## src/rtl/wasm_named_section_finder_unit_assert.svh

```systemverilog
// Assertion macros used by the section finder top level.
`ifndef WASM_NAMED_SECTION_FINDER_UNIT_ASSERT_SVH
`define WASM_NAMED_SECTION_FINDER_UNIT_ASSERT_SVH

// Same-cycle implication, clocked on i_clk, off while i_rst_n is low.
`define WNSF_ASSERT_SAME(label, ante, cons, msg) \
    label: assert property (@(posedge i_clk) disable iff (!i_rst_n) (ante) |-> (cons)) \
        else $error(msg);

// Next-cycle implication, clocked on i_clk, off while i_rst_n is low.
`define WNSF_ASSERT_NEXT(label, ante, cons, msg) \
    label: assert property (@(posedge i_clk) disable iff (!i_rst_n) (ante) |=> (cons)) \
        else $error(msg);

`endif

```

## src/rtl/wnsf_pkg.sv

```systemverilog
// Types and constants of the WebAssembly named section finder.
`timescale 1ns / 1ps
`default_nettype none
package wnsf_pkg;

    // Scan phases
    typedef enum logic [2:0] {
        PH_HEADER = 3'd0,
        PH_ID     = 3'd1,
        PH_SIZE   = 3'd2,
        PH_NLEN   = 3'd3,
        PH_NAME   = 3'd4,
        PH_SKIP   = 3'd5,
        PH_HOLD   = 3'd6
    } t_phase;

    // LEB128 byte outcome
    typedef enum logic [1:0] {
        LEB_MORE = 2'd0,
        LEB_DONE = 2'd1,
        LEB_BAD  = 2'd2
    } t_leb_res;

    typedef struct packed {
        t_leb_res   res;
        logic [3:0] shift;   // byte count after this byte
    } t_leb_status;

    // Configuration register indexes
    typedef enum logic [1:0] {
        CFG_NAME_LEN  = 2'd0,
        CFG_NAME_LOW  = 2'd1,
        CFG_NAME_MID  = 2'd2,
        CFG_NAME_HIGH = 2'd3
    } t_cfg_reg;

    localparam int CFG_DATA_BITS = 64;
    localparam int NAME_LEN_BITS = 5;
    localparam int HDR_BYTES     = 8;
    localparam int LEB_MAX_SHIFT = 9;    // tenth byte is the last allowed
    localparam int LEB_SPAN      = 70;   // ten 7-bit groups

    typedef logic [7:0] t_byte;

    // Magic 00 61 73 6D, version 01 00 00 00
    localparam t_byte MAGIC_HDR [HDR_BYTES] = '{
        8'h00, 8'h61, 8'h73, 8'h6D, 8'h01, 8'h00, 8'h00, 8'h00
    };

endpackage
`default_nettype wire

```

## src/rtl/wasm_named_section_finder_unit.sv

```systemverilog
// Top level of the WebAssembly named custom section finder.
`timescale 1ns / 1ps
`default_nettype none
// Streams a WebAssembly module in, one byte per slave transfer, tlast on the
// final byte. The first eight bytes must be the magic and version header
// 00 61 73 6D 01 00 00 00; after that the unit walks sections (id byte,
// LEB128 body size, body) and, in custom sections, decodes the LEB128 name
// length and compares the name with the programmed one. The first match is
// held. On the tlast byte one result transfer comes out: tuser is found,
// tdata carries the section's id-byte offset and its length from id byte to
// body end (both zero when not found). A match only counts when its body
// ends inside the stream. A bad header, an over-long or out-of-range size,
// or a stream longer than the offset counter ends the scan as not found.
// After each tlast byte the scan state clears; the name registers persist.
// Throughput: one byte per cycle while s_axis_tready is high; each byte updates
// the scan registers at the cost of a LEB128 group insert plus one OFFSET_BITS-wide
// add and compare. The result sits in an output register, so s_axis_tready only
// drops while that register is full and the master side stalls; it is valid in the
// cycle after the tlast transfer. The user writes configuration (name length, name
// bytes) only while idle; the block itself does not enforce it.
`include "wasm_named_section_finder_unit_assert.svh"
module wasm_named_section_finder_unit #(
    parameter int OFFSET_BITS    = 32,   // width of offsets and sizes, 16..64
    parameter int MAX_NAME_BYTES = 24    // longest name that can match, 1..24
) (
    input  wire logic        i_clk,
    input  wire logic        i_rst_n,
    // configuration write port
    input  wire logic        i_cfg_we,
    input  wire logic [1:0]  i_cfg_index,
    input  wire logic [63:0] i_cfg_data,
    // slave side
    input  wire logic        s_axis_tvalid,
    output logic             s_axis_tready,
    input  wire logic [7:0]  s_axis_tdata,   // [7:0] data_byte
    input  wire logic        s_axis_tlast,   // final_byte
    // master side
    output logic             m_axis_tvalid,
    input  wire logic        m_axis_tready,
    output logic [63:0]      m_axis_tdata,   // [31:0] section_offset, [63:32] section_length
    output logic [0:0]       m_axis_tuser    // [0] found
);

    localparam int NIW = (MAX_NAME_BYTES > 1) ? $clog2(MAX_NAME_BYTES) : 1;
    localparam int OB  = OFFSET_BITS;

    // ---------------- configuration registers ----------------
    logic [wnsf_pkg::NAME_LEN_BITS-1:0] r_name_len;
    wnsf_pkg::t_byte                    r_name [MAX_NAME_BYTES];

    always_ff @(posedge i_clk) begin
        if (!i_rst_n) begin
            r_name_len <= '0;
        end else if (i_cfg_we && i_cfg_index == wnsf_pkg::CFG_NAME_LEN) begin
            r_name_len <= i_cfg_data[wnsf_pkg::NAME_LEN_BITS-1:0];
        end
    end

    // name byte k lives in register (k / 8) + 1, lane k % 8
    for (genvar k = 0; k < MAX_NAME_BYTES; k++) begin : g_name
        always_ff @(posedge i_clk) begin
            if (!i_rst_n) begin
                r_name[k] <= '0;
            end else if (i_cfg_we &&
                         i_cfg_index == 2'(wnsf_pkg::CFG_NAME_LOW) + 2'(k / 8)) begin
                r_name[k] <= i_cfg_data[8 * (k % 8) +: 8];
            end
        end
    end

    // ---------------- scan state ----------------
    wnsf_pkg::t_phase                   r_phase, n_phase;
    logic [OB-1:0]                      r_byte_pos, n_byte_pos;
    logic [OB-1:0]                      r_leb_acc, n_leb_acc;
    logic [3:0]                         r_leb_shift, n_leb_shift;
    logic [OB-1:0]                      r_sect_base, n_sect_base;
    logic [OB-1:0]                      r_body_limit, n_body_limit;
    logic [wnsf_pkg::NAME_LEN_BITS-1:0] r_name_idx, n_name_idx;
    logic                               r_name_eq, n_name_eq;
    logic                               r_is_custom, n_is_custom;
    logic                               r_match_found, n_match_found;
    logic [OB-1:0]                      r_match_off, n_match_off;
    logic [OB-1:0]                      r_match_len, n_match_len;
    logic                               r_scan_aborted, n_scan_aborted;

    // result register
    logic        r_out_valid;
    logic        r_out_found, n_out_found;
    logic [31:0] r_out_off, n_out_off;
    logic [31:0] r_out_len, n_out_len;

    logic                         in_xfer;
    logic [OB-1:0]                next_pos;
    logic [OB:0]                  next_ext;
    logic                         pos_full;
    logic                         abort_now;
    logic [OB-1:0]                leb_acc_new;
    wnsf_pkg::t_leb_status        leb_stat;
    logic [OB:0]                  size_sum;
    logic [OB-1:0]                body_rem;
    logic                         nlen_ok;
    logic [wnsf_pkg::NAME_LEN_BITS-1:0] idx_inc;
    logic                         name_hit;

    assign s_axis_tready = !r_out_valid || m_axis_tready;
    assign in_xfer       = s_axis_tvalid && s_axis_tready;

    assign next_pos  = r_byte_pos + OB'(1);
    assign next_ext  = {1'b0, r_byte_pos} + (OB + 1)'(1);
    assign pos_full  = &r_byte_pos;
    assign abort_now = r_scan_aborted || pos_full;

    wnsf_leb #(
        .OFFSET_BITS (OFFSET_BITS)
    ) u_leb (
        .i_byte   (s_axis_tdata),
        .i_shift  (r_leb_shift),
        .i_acc    (r_leb_acc),
        .o_acc    (leb_acc_new),
        .o_status (leb_stat)
    );

    // carry out flags a body end past the offset range
    assign size_sum = {1'b0, next_pos} + {1'b0, leb_acc_new};
    assign body_rem = r_body_limit - next_pos;
    assign nlen_ok  = (r_name_len <= wnsf_pkg::NAME_LEN_BITS'(MAX_NAME_BYTES))
                   && (leb_acc_new == OB'(r_name_len))
                   && (body_rem >= OB'(r_name_len));
    assign idx_inc  = r_name_idx + wnsf_pkg::NAME_LEN_BITS'(1);
    assign name_hit = r_name_eq && (s_axis_tdata == r_name[r_name_idx[NIW-1:0]]);

    // next scan state for the byte on the slave side
    always_comb begin
        n_phase        = r_phase;
        n_byte_pos     = pos_full ? r_byte_pos : next_pos;
        n_leb_acc      = r_leb_acc;
        n_leb_shift    = r_leb_shift;
        n_sect_base    = r_sect_base;
        n_body_limit   = r_body_limit;
        n_name_idx     = r_name_idx;
        n_name_eq      = r_name_eq;
        n_is_custom    = r_is_custom;
        n_match_found  = r_match_found;
        n_match_off    = r_match_off;
        n_match_len    = r_match_len;
        n_scan_aborted = abort_now;

        if (!abort_now && r_phase != wnsf_pkg::PH_HOLD) begin
            case (r_phase)
                wnsf_pkg::PH_HEADER: begin
                    if (s_axis_tdata != wnsf_pkg::MAGIC_HDR[r_byte_pos[2:0]]) begin
                        n_scan_aborted = 1'b1;
                    end else if (r_byte_pos >= OB'(wnsf_pkg::HDR_BYTES - 1)) begin
                        n_phase = wnsf_pkg::PH_ID;
                    end
                end
                wnsf_pkg::PH_ID: begin
                    n_sect_base = r_byte_pos;
                    n_is_custom = (s_axis_tdata == 8'h00);
                    n_leb_acc   = '0;
                    n_leb_shift = '0;
                    n_phase     = wnsf_pkg::PH_SIZE;
                end
                wnsf_pkg::PH_SIZE: begin
                    n_leb_acc   = leb_acc_new;
                    n_leb_shift = leb_stat.shift;
                    if (leb_stat.res == wnsf_pkg::LEB_BAD || (leb_stat.res ==
                            wnsf_pkg::LEB_DONE && size_sum[OB])) begin
                        n_scan_aborted = 1'b1;
                    end else if (leb_stat.res == wnsf_pkg::LEB_DONE) begin
                        n_body_limit = size_sum[OB-1:0];
                        if (r_is_custom && leb_acc_new != '0) begin
                            n_leb_acc   = '0;
                            n_leb_shift = '0;
                            n_phase     = wnsf_pkg::PH_NLEN;
                        end else begin
                            // empty body goes straight to the next id
                            n_phase = (leb_acc_new == '0) ? wnsf_pkg::PH_ID
                                                          : wnsf_pkg::PH_SKIP;
                        end
                    end
                end
                wnsf_pkg::PH_NLEN: begin
                    n_leb_acc   = leb_acc_new;
                    n_leb_shift = leb_stat.shift;
                    if (leb_stat.res == wnsf_pkg::LEB_MORE) begin
                        if (next_pos == r_body_limit) begin
                            n_phase = wnsf_pkg::PH_ID;
                        end
                    end else if (leb_stat.res == wnsf_pkg::LEB_DONE && nlen_ok) begin
                        if (r_name_len == '0) begin
                            n_match_found = 1'b1;
                            n_match_off   = r_sect_base;
                            n_match_len   = r_body_limit - r_sect_base;
                            n_phase       = wnsf_pkg::PH_HOLD;
                        end else begin
                            n_name_idx = '0;
                            n_name_eq  = 1'b1;
                            n_phase    = wnsf_pkg::PH_NAME;
                        end
                    end else begin
                        n_phase = (next_pos == r_body_limit) ? wnsf_pkg::PH_ID
                                                             : wnsf_pkg::PH_SKIP;
                    end
                end
                wnsf_pkg::PH_NAME: begin
                    n_name_idx = idx_inc;
                    n_name_eq  = name_hit;
                    if (idx_inc >= r_name_len) begin
                        if (name_hit) begin
                            n_match_found = 1'b1;
                            n_match_off   = r_sect_base;
                            n_match_len   = r_body_limit - r_sect_base;
                            n_phase       = wnsf_pkg::PH_HOLD;
                        end else begin
                            n_phase = (next_pos == r_body_limit) ? wnsf_pkg::PH_ID
                                                                 : wnsf_pkg::PH_SKIP;
                        end
                    end
                end
                wnsf_pkg::PH_SKIP: begin
                    if (next_pos == r_body_limit) begin
                        n_phase = wnsf_pkg::PH_ID;
                    end
                end
                default: begin
                    n_phase = r_phase;
                end
            endcase
        end
    end

    // result fields for a final byte
    always_comb begin
        n_out_found = n_match_found && !n_scan_aborted
                   && ({1'b0, n_body_limit} <= next_ext);
        n_out_off   = n_out_found ? 32'(n_match_off) : 32'd0;
        n_out_len   = n_out_found ? 32'(n_match_len) : 32'd0;
    end

    always_ff @(posedge i_clk) begin
        if (!i_rst_n || (in_xfer && s_axis_tlast)) begin
            // final byte clears the scan for the next module
            r_phase        <= wnsf_pkg::PH_HEADER;
            r_byte_pos     <= '0;
            r_leb_acc      <= '0;
            r_leb_shift    <= '0;
            r_sect_base    <= '0;
            r_body_limit   <= '0;
            r_name_idx     <= '0;
            r_name_eq      <= 1'b1;
            r_is_custom    <= 1'b0;
            r_match_found  <= 1'b0;
            r_match_off    <= '0;
            r_match_len    <= '0;
            r_scan_aborted <= 1'b0;
        end else if (in_xfer) begin
            r_phase        <= n_phase;
            r_byte_pos     <= n_byte_pos;
            r_leb_acc      <= n_leb_acc;
            r_leb_shift    <= n_leb_shift;
            r_sect_base    <= n_sect_base;
            r_body_limit   <= n_body_limit;
            r_name_idx     <= n_name_idx;
            r_name_eq      <= n_name_eq;
            r_is_custom    <= n_is_custom;
            r_match_found  <= n_match_found;
            r_match_off    <= n_match_off;
            r_match_len    <= n_match_len;
            r_scan_aborted <= n_scan_aborted;
        end
    end

    always_ff @(posedge i_clk) begin
        if (!i_rst_n) begin
            r_out_valid <= 1'b0;
        end else if (in_xfer && s_axis_tlast) begin
            r_out_valid <= 1'b1;
        end else if (m_axis_tready) begin
            r_out_valid <= 1'b0;
        end
    end

    always_ff @(posedge i_clk) begin
        if (in_xfer && s_axis_tlast) begin
            r_out_found <= n_out_found;
            r_out_off   <= n_out_off;
            r_out_len   <= n_out_len;
        end
    end

    assign m_axis_tvalid = r_out_valid;
    assign m_axis_tdata  = {r_out_len, r_out_off};
    assign m_axis_tuser  = r_out_found;

    // ---------------- assertions ----------------
    `WNSF_ASSERT_NEXT(a_final_gives_result, in_xfer && s_axis_tlast, m_axis_tvalid, "no result after final byte")
    `WNSF_ASSERT_SAME(a_miss_is_zero, m_axis_tvalid && !m_axis_tuser[0], m_axis_tdata == 64'd0, "not-found result carries nonzero fields")
    `WNSF_ASSERT_SAME(a_hold_has_match, r_phase == wnsf_pkg::PH_HOLD, r_match_found, "hold phase without a match")
    `WNSF_ASSERT_NEXT(a_abort_freezes, in_xfer && !s_axis_tlast && r_scan_aborted, r_scan_aborted && $stable(r_phase), "aborted scan moved on")
    `WNSF_ASSERT_SAME(a_header_done, r_phase != wnsf_pkg::PH_HEADER, r_byte_pos >= OB'(wnsf_pkg::HDR_BYTES), "left header phase early")

endmodule
`default_nettype wire

```

## src/rtl/wnsf_leb.sv

```systemverilog
// One step of an unsigned LEB128 decoder with range and length checks.
`timescale 1ns / 1ps
`default_nettype none
module wnsf_leb #(
    parameter int OFFSET_BITS = 32
) (
    input  wire logic [7:0]             i_byte,
    input  wire logic [3:0]             i_shift,
    input  wire logic [OFFSET_BITS-1:0] i_acc,
    output logic      [OFFSET_BITS-1:0] o_acc,
    output wnsf_pkg::t_leb_status       o_status
);

    logic [6:0]                      shift_amt;
    logic [wnsf_pkg::LEB_SPAN-1:0]   shifted;
    logic                            over;

    // 7 * shift without a multiplier
    assign shift_amt = {i_shift, 3'b000} - {3'b000, i_shift};
    assign shifted   = wnsf_pkg::LEB_SPAN'(i_byte[6:0]) << shift_amt;
    assign over      = |shifted[wnsf_pkg::LEB_SPAN-1:OFFSET_BITS];
    assign o_acc     = i_acc | shifted[OFFSET_BITS-1:0];

    always_comb begin
        o_status.shift = i_shift;
        if (i_shift > 4'(wnsf_pkg::LEB_MAX_SHIFT) || over) begin
            o_status.res = wnsf_pkg::LEB_BAD;
        end else if (!i_byte[7]) begin
            o_status.res = wnsf_pkg::LEB_DONE;
        end else if (i_shift == 4'(wnsf_pkg::LEB_MAX_SHIFT)) begin
            o_status.res = wnsf_pkg::LEB_BAD;
        end else begin
            o_status.res   = wnsf_pkg::LEB_MORE;
            o_status.shift = i_shift + 4'd1;
        end
    end

endmodule
`default_nettype wire
```

## config.mk

```make
export PLATFORM = sky130hd
export DESIGN_NAME = wasm_named_section_finder_unit
export DESIGN_NICKNAME = d
export VERILOG_FILES = /design/src/rtl/wnsf_pkg.sv /design/src/rtl/wasm_named_section_finder_unit.sv /design/src/rtl/wnsf_leb.sv
export VERILOG_INCLUDE_DIRS = /design/src /design/src/rtl
export SDC_FILE = /design/constraint.sdc
export NUM_CORES = 1
export LEC_CHECK = 0
export BUFFER_PORTS_ARGS = -buffer_cell sky130_fd_sc_hd__buf_2
export CORE_ASPECT_RATIO = 1.25
export CORE_MARGIN = 4
export CORE_UTILIZATION = 45
export DETAILED_ROUTE_END_ITERATION = 6
export GPL_TIMING_DRIVEN = 0
export PLACE_DENSITY_LB_ADDON = 0.1
export SETUP_SLACK_MARGIN = 0.3
export SYNTH_ARGS = -nofsm -noshare
export SYNTH_HDL_FRONTEND = slang
export SYNTH_SLANG_ARGS = --single-unit
```

## constraint.sdc

```tcl
create_clock -name i_clk -period 22.1 [get_ports i_clk]
set_input_delay 4.42 -clock i_clk [delete_from_list [all_inputs] [get_ports i_clk]]
set_output_delay 4.42 -clock i_clk [all_outputs]
set_load 0.05 [all_outputs]
```

**After elaboration in Yosys (flattened, before gate mapping)**

Memories as Yosys holds them, arrays and structs flattened. A register that Yosys moved wholly into a read port is not among the register bits.
Cells that the tools add are included.
Widths: inputs -> output; s select.

- Flip-flop bits (word level): 279
- Bits in writable memories: 192
- Bits in read-only memories: 64
- Input bits: 80
- Memories kept: 2

- $add $sub $neg: 8
- Order comparisons: 7
- Equality and inequality tests: 24
- Shifts and indexed selects: 1
- Multiplexer cells: 105
- Bitwise logic cells: 27
- Reduce and logical (&&, ||, !) cells: 42

Memories:

| memory | words | width | read ports | clocked after Yosys merged registers in | write ports | RTL line | source |
|---|---|---|---|---|---|---|---|
| r_name | 24 | 8 | 1 | 1 | 24 | wasm_named_section_finder_unit.sv:49 | `wnsf_pkg::t_byte r_name [MAX_NAME_BYTES];` |
| (no name shown) | 8 | 8 | 1 | 0 | 0 | wasm_named_section_finder_unit.sv:151 | `if (s_axis_tdata != wnsf_pkg::MAGIC_HDR[r_byte_pos[2:0]]) begin` |

Operators by type and width:

| operator | count |
|---|---|
| $mux 32 | 19 |
| $mux 8 | 26 |
| $pmux 32 s2 | 2 |
| $pmux 32 s3 | 1 |
| $shl 7x7->70 | 1 |
| $sub 32x32->32 | 2 |
| $reduce_or 38->1 | 1 |
| $mux 3 | 12 |
| $add 32x1->33 const B | 1 |
| $add 32x32->33 | 1 |
| $le 32x33->1 | 1 |
| $add 32x1->32 const B | 1 |
| $eq 32x32->1 | 1 |
| $eq 32x5->1 | 1 |
| $ge 32x3->1 const B | 1 |
| $ge 32x5->1 | 1 |
| $logic_not 32->1 | 1 |
| $or 32x32->32 | 1 |
| $reduce_and 32->1 | 1 |
| $reduce_bool 32->1 | 1 |
| $mux 5 | 5 |
| $mux 1 | 24 |
| $mux 4 | 6 |
| $or 1x1->1 | 24 |
| other kinds (38) | 79 |

**Longest topological paths before layout**

- Word-level depth: 14
- Mapped depth: 41

**Hierarchy**

A second synthesis with hierarchy kept.

- Cells, all modules: 2960
- Area, all modules: 28971.5 sq um

By module, submodules not included:

| module | instances | cells an instance | area an instance (sq um) | sequential area each (sq um) |
|---|---|---|---|---|
| wasm_named_section_finder_unit | 1 | 2700 | 27198.6 | 12101.6 |
| wnsf_leb | 1 | 260 | 1773.0 | 0.0 |

**Least setup slack after synthesis**

No wires, ideal clock.

- Kind: input to register
- Start point: input s_axis_tdata[2]
- End point: register r_out_off[12], data pin
- Setup time: 0.135 ns
- Arrival time: 10.334 ns
- Data required time: 21.965 ns
- Slack: 11.631 ns
- Stages on the path: 32
- Path buffers: 4
- Path through: clkbuf_1 -> mux4_2 -> and2_1 -> o22ai_1 -> o21ai_0 -> a21o_1 -> ha_1 -> a21o_1 -> a21oi_1 -> nor2_1 -> a2111oi_0 -> o221a_2 -> a21bo_2 -> a211oi_1 -> o2111ai_1 -> clkbuf_1 -> o21ai_0 -> ha_1 -> nor2b_1 -> o21a_1 -> o21a_1 -> o21a_1 -> o21a_1 -> o21ai_0 -> a21oi_1 -> o221ai_1 -> a21boi_0 -> o21ai_0 -> o211ai_2 -> buf_6 -> buf_6 -> nor2_4

- Elaborated cells between the ends (all ways): 42
- Classes of those cells: add/sub: 1; order compare: 1; eq/ne: 5; shift: 1; mux: 21; bitwise: 1; reduce/logical: 12

RTL lines:

| item | RTL line | source |
|---|---|---|
| start, declared | wasm_named_section_finder_unit.sv:35 | `input wire logic [7:0] s_axis_tdata,` |
| $shl 7x7->70 * | wnsf_leb.sv:20 | `assign shifted = wnsf_pkg::LEB_SPAN'(i_byte[6:0]) << shift_amt;` |
| branches (longest 6 deep; another with $add 32x32->33) | -- |  |
| $mux 32 * | wasm_named_section_finder_unit.sv:167 | `if (leb_stat.res == wnsf_pkg::LEB_BAD \|\| (leb_stat.res ==` |
| $mux 32 * | wasm_named_section_finder_unit.sv:149 | `case (r_phase)` |
| $mux 32 * | wasm_named_section_finder_unit.sv:148 | `if (!abort_now && r_phase != wnsf_pkg::PH_HOLD) begin` |
| named net n_body_limit[1] | wasm_named_section_finder_unit.sv:77 | `logic [OB-1:0] r_body_limit, n_body_limit;` |
| $le 32x33->1 * | wasm_named_section_finder_unit.sv:236 | `&& ({1'b0, n_body_limit} <= next_ext);` |
| $logic_and 1x1->1 * | wasm_named_section_finder_unit.sv:236 |  |
| end signal, assigned | wasm_named_section_finder_unit.sv:287 | `r_out_off <= n_out_off;` |
| end, declared | wasm_named_section_finder_unit.sv:89 | `logic [31:0] r_out_off, n_out_off;` |

Mark *: on every way through the listed nets, which the timed path passes.
A chain may end at the register's enable or synchronous reset.

**Worst setup path in the final report**

- Start point: input s_axis_tdata[6]
- End point: register r_out_off[14], data pin

The elaborated chain is that of the path after synthesis.

==> out/metrics.csv <==
stage,metric,value,unit
critical_path,slowest_stage,o31ai_1,
clock_tree,cts_sinks,476,
cells_and_area,mostFrequentLayoutCell,nor2_1,
cells_and_area,num-fill-cells,5852,
detailed_routing,route.vias.total,23900,
timing,worst_pin_slew,1290,ps
detailed_routing,drcViolationCount,0,
synthesis,synth_fp_nets,3236,
synthesis,synth_seq_cells,476,
floorplanning,start_util,45.8,%
clock_tree,cts_tree,done,
clock_tree,clkLatencyLatePin,620,ps
synthesis,ys.flop_type,edfxtp_1,
clock_tree,clock_path_buffers,3,
critical_path,path_max_fanout,10,
detailed_routing,ant_nets,0,
synthesis,seq_area_frac_synth,41.6,%
detailed_routing,drt_pass1_iterations,6,
timing,min_period,12660,ps
global_route,grt_pass1_vias,23800,
synthesis,yosys.area.top_type,edfxtp_1,
detailed_routing,avgRoutedWirePerCell,22.9,um
synthesis,synth_enable_flop_cells,257,
cells_and_area,num-nets-final,3438,
critical_path,required,22580,ps
synthesis,synth_area_leaders,"edfxtp_1, dfxtp_1, ha_1",
critical_path,path_class,primary input to register,
floorplanning,io_pins,147,
timing,fmax,79.0,MHz
min_path,hp-class,register to register,
synthesis,yosysWarnings,0,
critical_path,worst_ep_arrival_time,13140,ps
synthesis,yosysUniqueCellTypes,90,
floorplanning,dieArea,0.0688,mm^2
timing,skew,26.6,ps
synthesis,synth_top_area_share,26.5,%
cells_and_area,final_cell_mix,"nor2_1, edfxtp_1, nand2_1",
critical_path,worst_setup_path_start_kind,primary input,
placement,io_buffers,141,
global_route,grtUsageMet2,47.7,%
clock_tree,cts_made_buffers,51,
global_route,grt.overflow.total,0,
critical_path,path_common_cell,o21a_1,
global_route,grt_max_degree,48,
timing,hold_slack,464,ps
critical_path,end_kind,register,
pwr,p_leak,0.0123,uW
job,cap_violations,0,
timing,maxSlewHeadroom,13.8,%
floorplanning,die_w,235,um
timing,fin_tns_setup,0,ps
floorplanning,core,0.0635,mm^2
placement,gp_congestion,0.968,
synthesis,synth_area,0.0291,mm^2
cells_and_area,utilization,51.6,%
clock_tree,root_buffer,clkbuf_16,
synthesis,synthArstFlopShare,0,%
placement,dp_hpwl,73400,um
timing,fin_crit_sh,57.3,%
synthesis,synth_cells,3005,
global_route,busiest_layer,met2,
timing,final_hold_viol_count,0,
clock_tree,post-cts-setup-buffers,0,
min_path,hold_depth,2,
timing,rsz0062_at_grt,false,
floorplanning,rows,103,
pwr,vdd_drop_max,0.0613,mV
clock_tree,cts.repair.resized,0,
global_route,use_met1,30.3,%
synthesis,syn_avg_cell_area,9.67,um^2
status,status,completed,
cells_and_area,drive_gt1_share,12.0,%
detailed_routing,via_per_inst,5.84,
detailed_routing,wirelength,93500,um
global_route,grt_usage,26.2,%
pwr,power_density,65.1,mW/mm^2
clock_tree,postCtsHoldBufs,0,
global_route,antenna_found_initial,6,
clock_tree,clkTransAtPathRegs,60,ps
global_route,met3_usage,3.49,%
critical_path,crit_path_max_incr_delay,800,ps
timing,drv_slew,0,
clock_tree,h-tree-depth,2,
global_route,grt_pass1_wl,141000,um
cells_and_area,area.growth.synth_to_final,12.7,%
floorplanning,die_h,292,um
timing,setup_viol,0,
critical_path,rr_worst_depth,35,
detailed_routing,drtIter0Drc,1641,
area by class of cell:
cell class	instances	area [um^2]	area share, %
clock buffer	65	1440	4.40
inverter	120	450	1.37
sequential	476	12100	36.9
tap	840	1050	3.21
clock inverter	29	289	0.882
antenna	4	10.0	0.0305
buffer	173	766	2.34
multi-input combinational	2236	15800	48.2
timing repair buffer	149	873	2.67
path summary, 6_finish.rpt:
kind / from / endpoint / slack (ps)
max: s_axis_tdata[6] / r_out_off[14] / 9440
min: r_match_len[30] / r_match_len[30] / 460
max reg2reg: r_leb_shift[1] / r_out_off[14] / 11800
min reg2reg: r_match_len[30] / r_match_len[30] / 460
per-stage QoR:
stage	power, uW	instances	worst slack (ps)	instance area, um^2
after global routing	2210	4088	8950	32800
after global placement	1260	3986	9020	30800
after detailed placement	1260	3994	8990	31000
after floorplan	1170	3005	11630	29100
final	2130	4092	9440	32800
after CTS	2150	4088	9580	32800
routing by layer:
| metal | wire length (um) | vias up |
|---|---|---|
| met4 | 5660 | 4 |
| li1 | - | 11300 |
| met2 | 47400 | 796 |
| met5 | 21 | - |
| met3 | 4610 | 260 |
| met1 | 35900 | 11600 |
kinds of logic after synthesis:
kind of cell | count (synthesis) | synth area share, %
buffers and inverters | 293 | 4.18
AO/OA/AOI/OAI | 620 | 13.8
AND/OR/NAND/NOR | 1102 | 19.4
adder cells (fa/ha/maj) | 151 | 6.58
flip-flops | 476 | 41.6
XOR/XNOR | 134 | 4.04
multiplexers | 229 | 10.3
cell usage after synthesis, types with 54 or more instances:
cell,count
xnor2_1,79
mux4_2,54
nor3_1,64
o21ai_0,119
inv_1,118
xor2_1,55
a21oi_1,206
nand2_1,245
mux2i_1,155
ha_1,148
and2_1,203
dfxtp_1,219
nor2_1,279
edfxtp_1,257
a21o_1,66
clkbuf_1,126
worst max-delay path, delay by kind of cell:
kind,cells,cell delay [ps]
AO/OA/AOI/OAI,18,5320
adder cells (fa/ha/maj),2,530
buffers and inverters,5,1490
multiplexers,1,300
AND/OR/NAND/NOR,6,1020
power breakdown:
group / switching, uW / leakage [uW] / internal (uW)
registers: 13.9 / 0.00427 / 966
logic: 171 / 0.00714 / 96.0
clock network: 376 / 0.000858 / 510
flip-flops by register name, summed over array words and instances, names as in the netlist, 3 cells and up, named ones only:
register / count
r_body_limit: 32
r_byte_pos: 32
r_leb_acc: 32
r_leb_shift: 4
r_match_len: 32
r_match_off: 32
r_name: 192
r_name_idx: 5
r_name_len: 5
r_out_len: 32
r_out_off: 32
r_phase: 3
r_sect_base: 32
No activity file was read; power rests on OpenSTA's default activity.
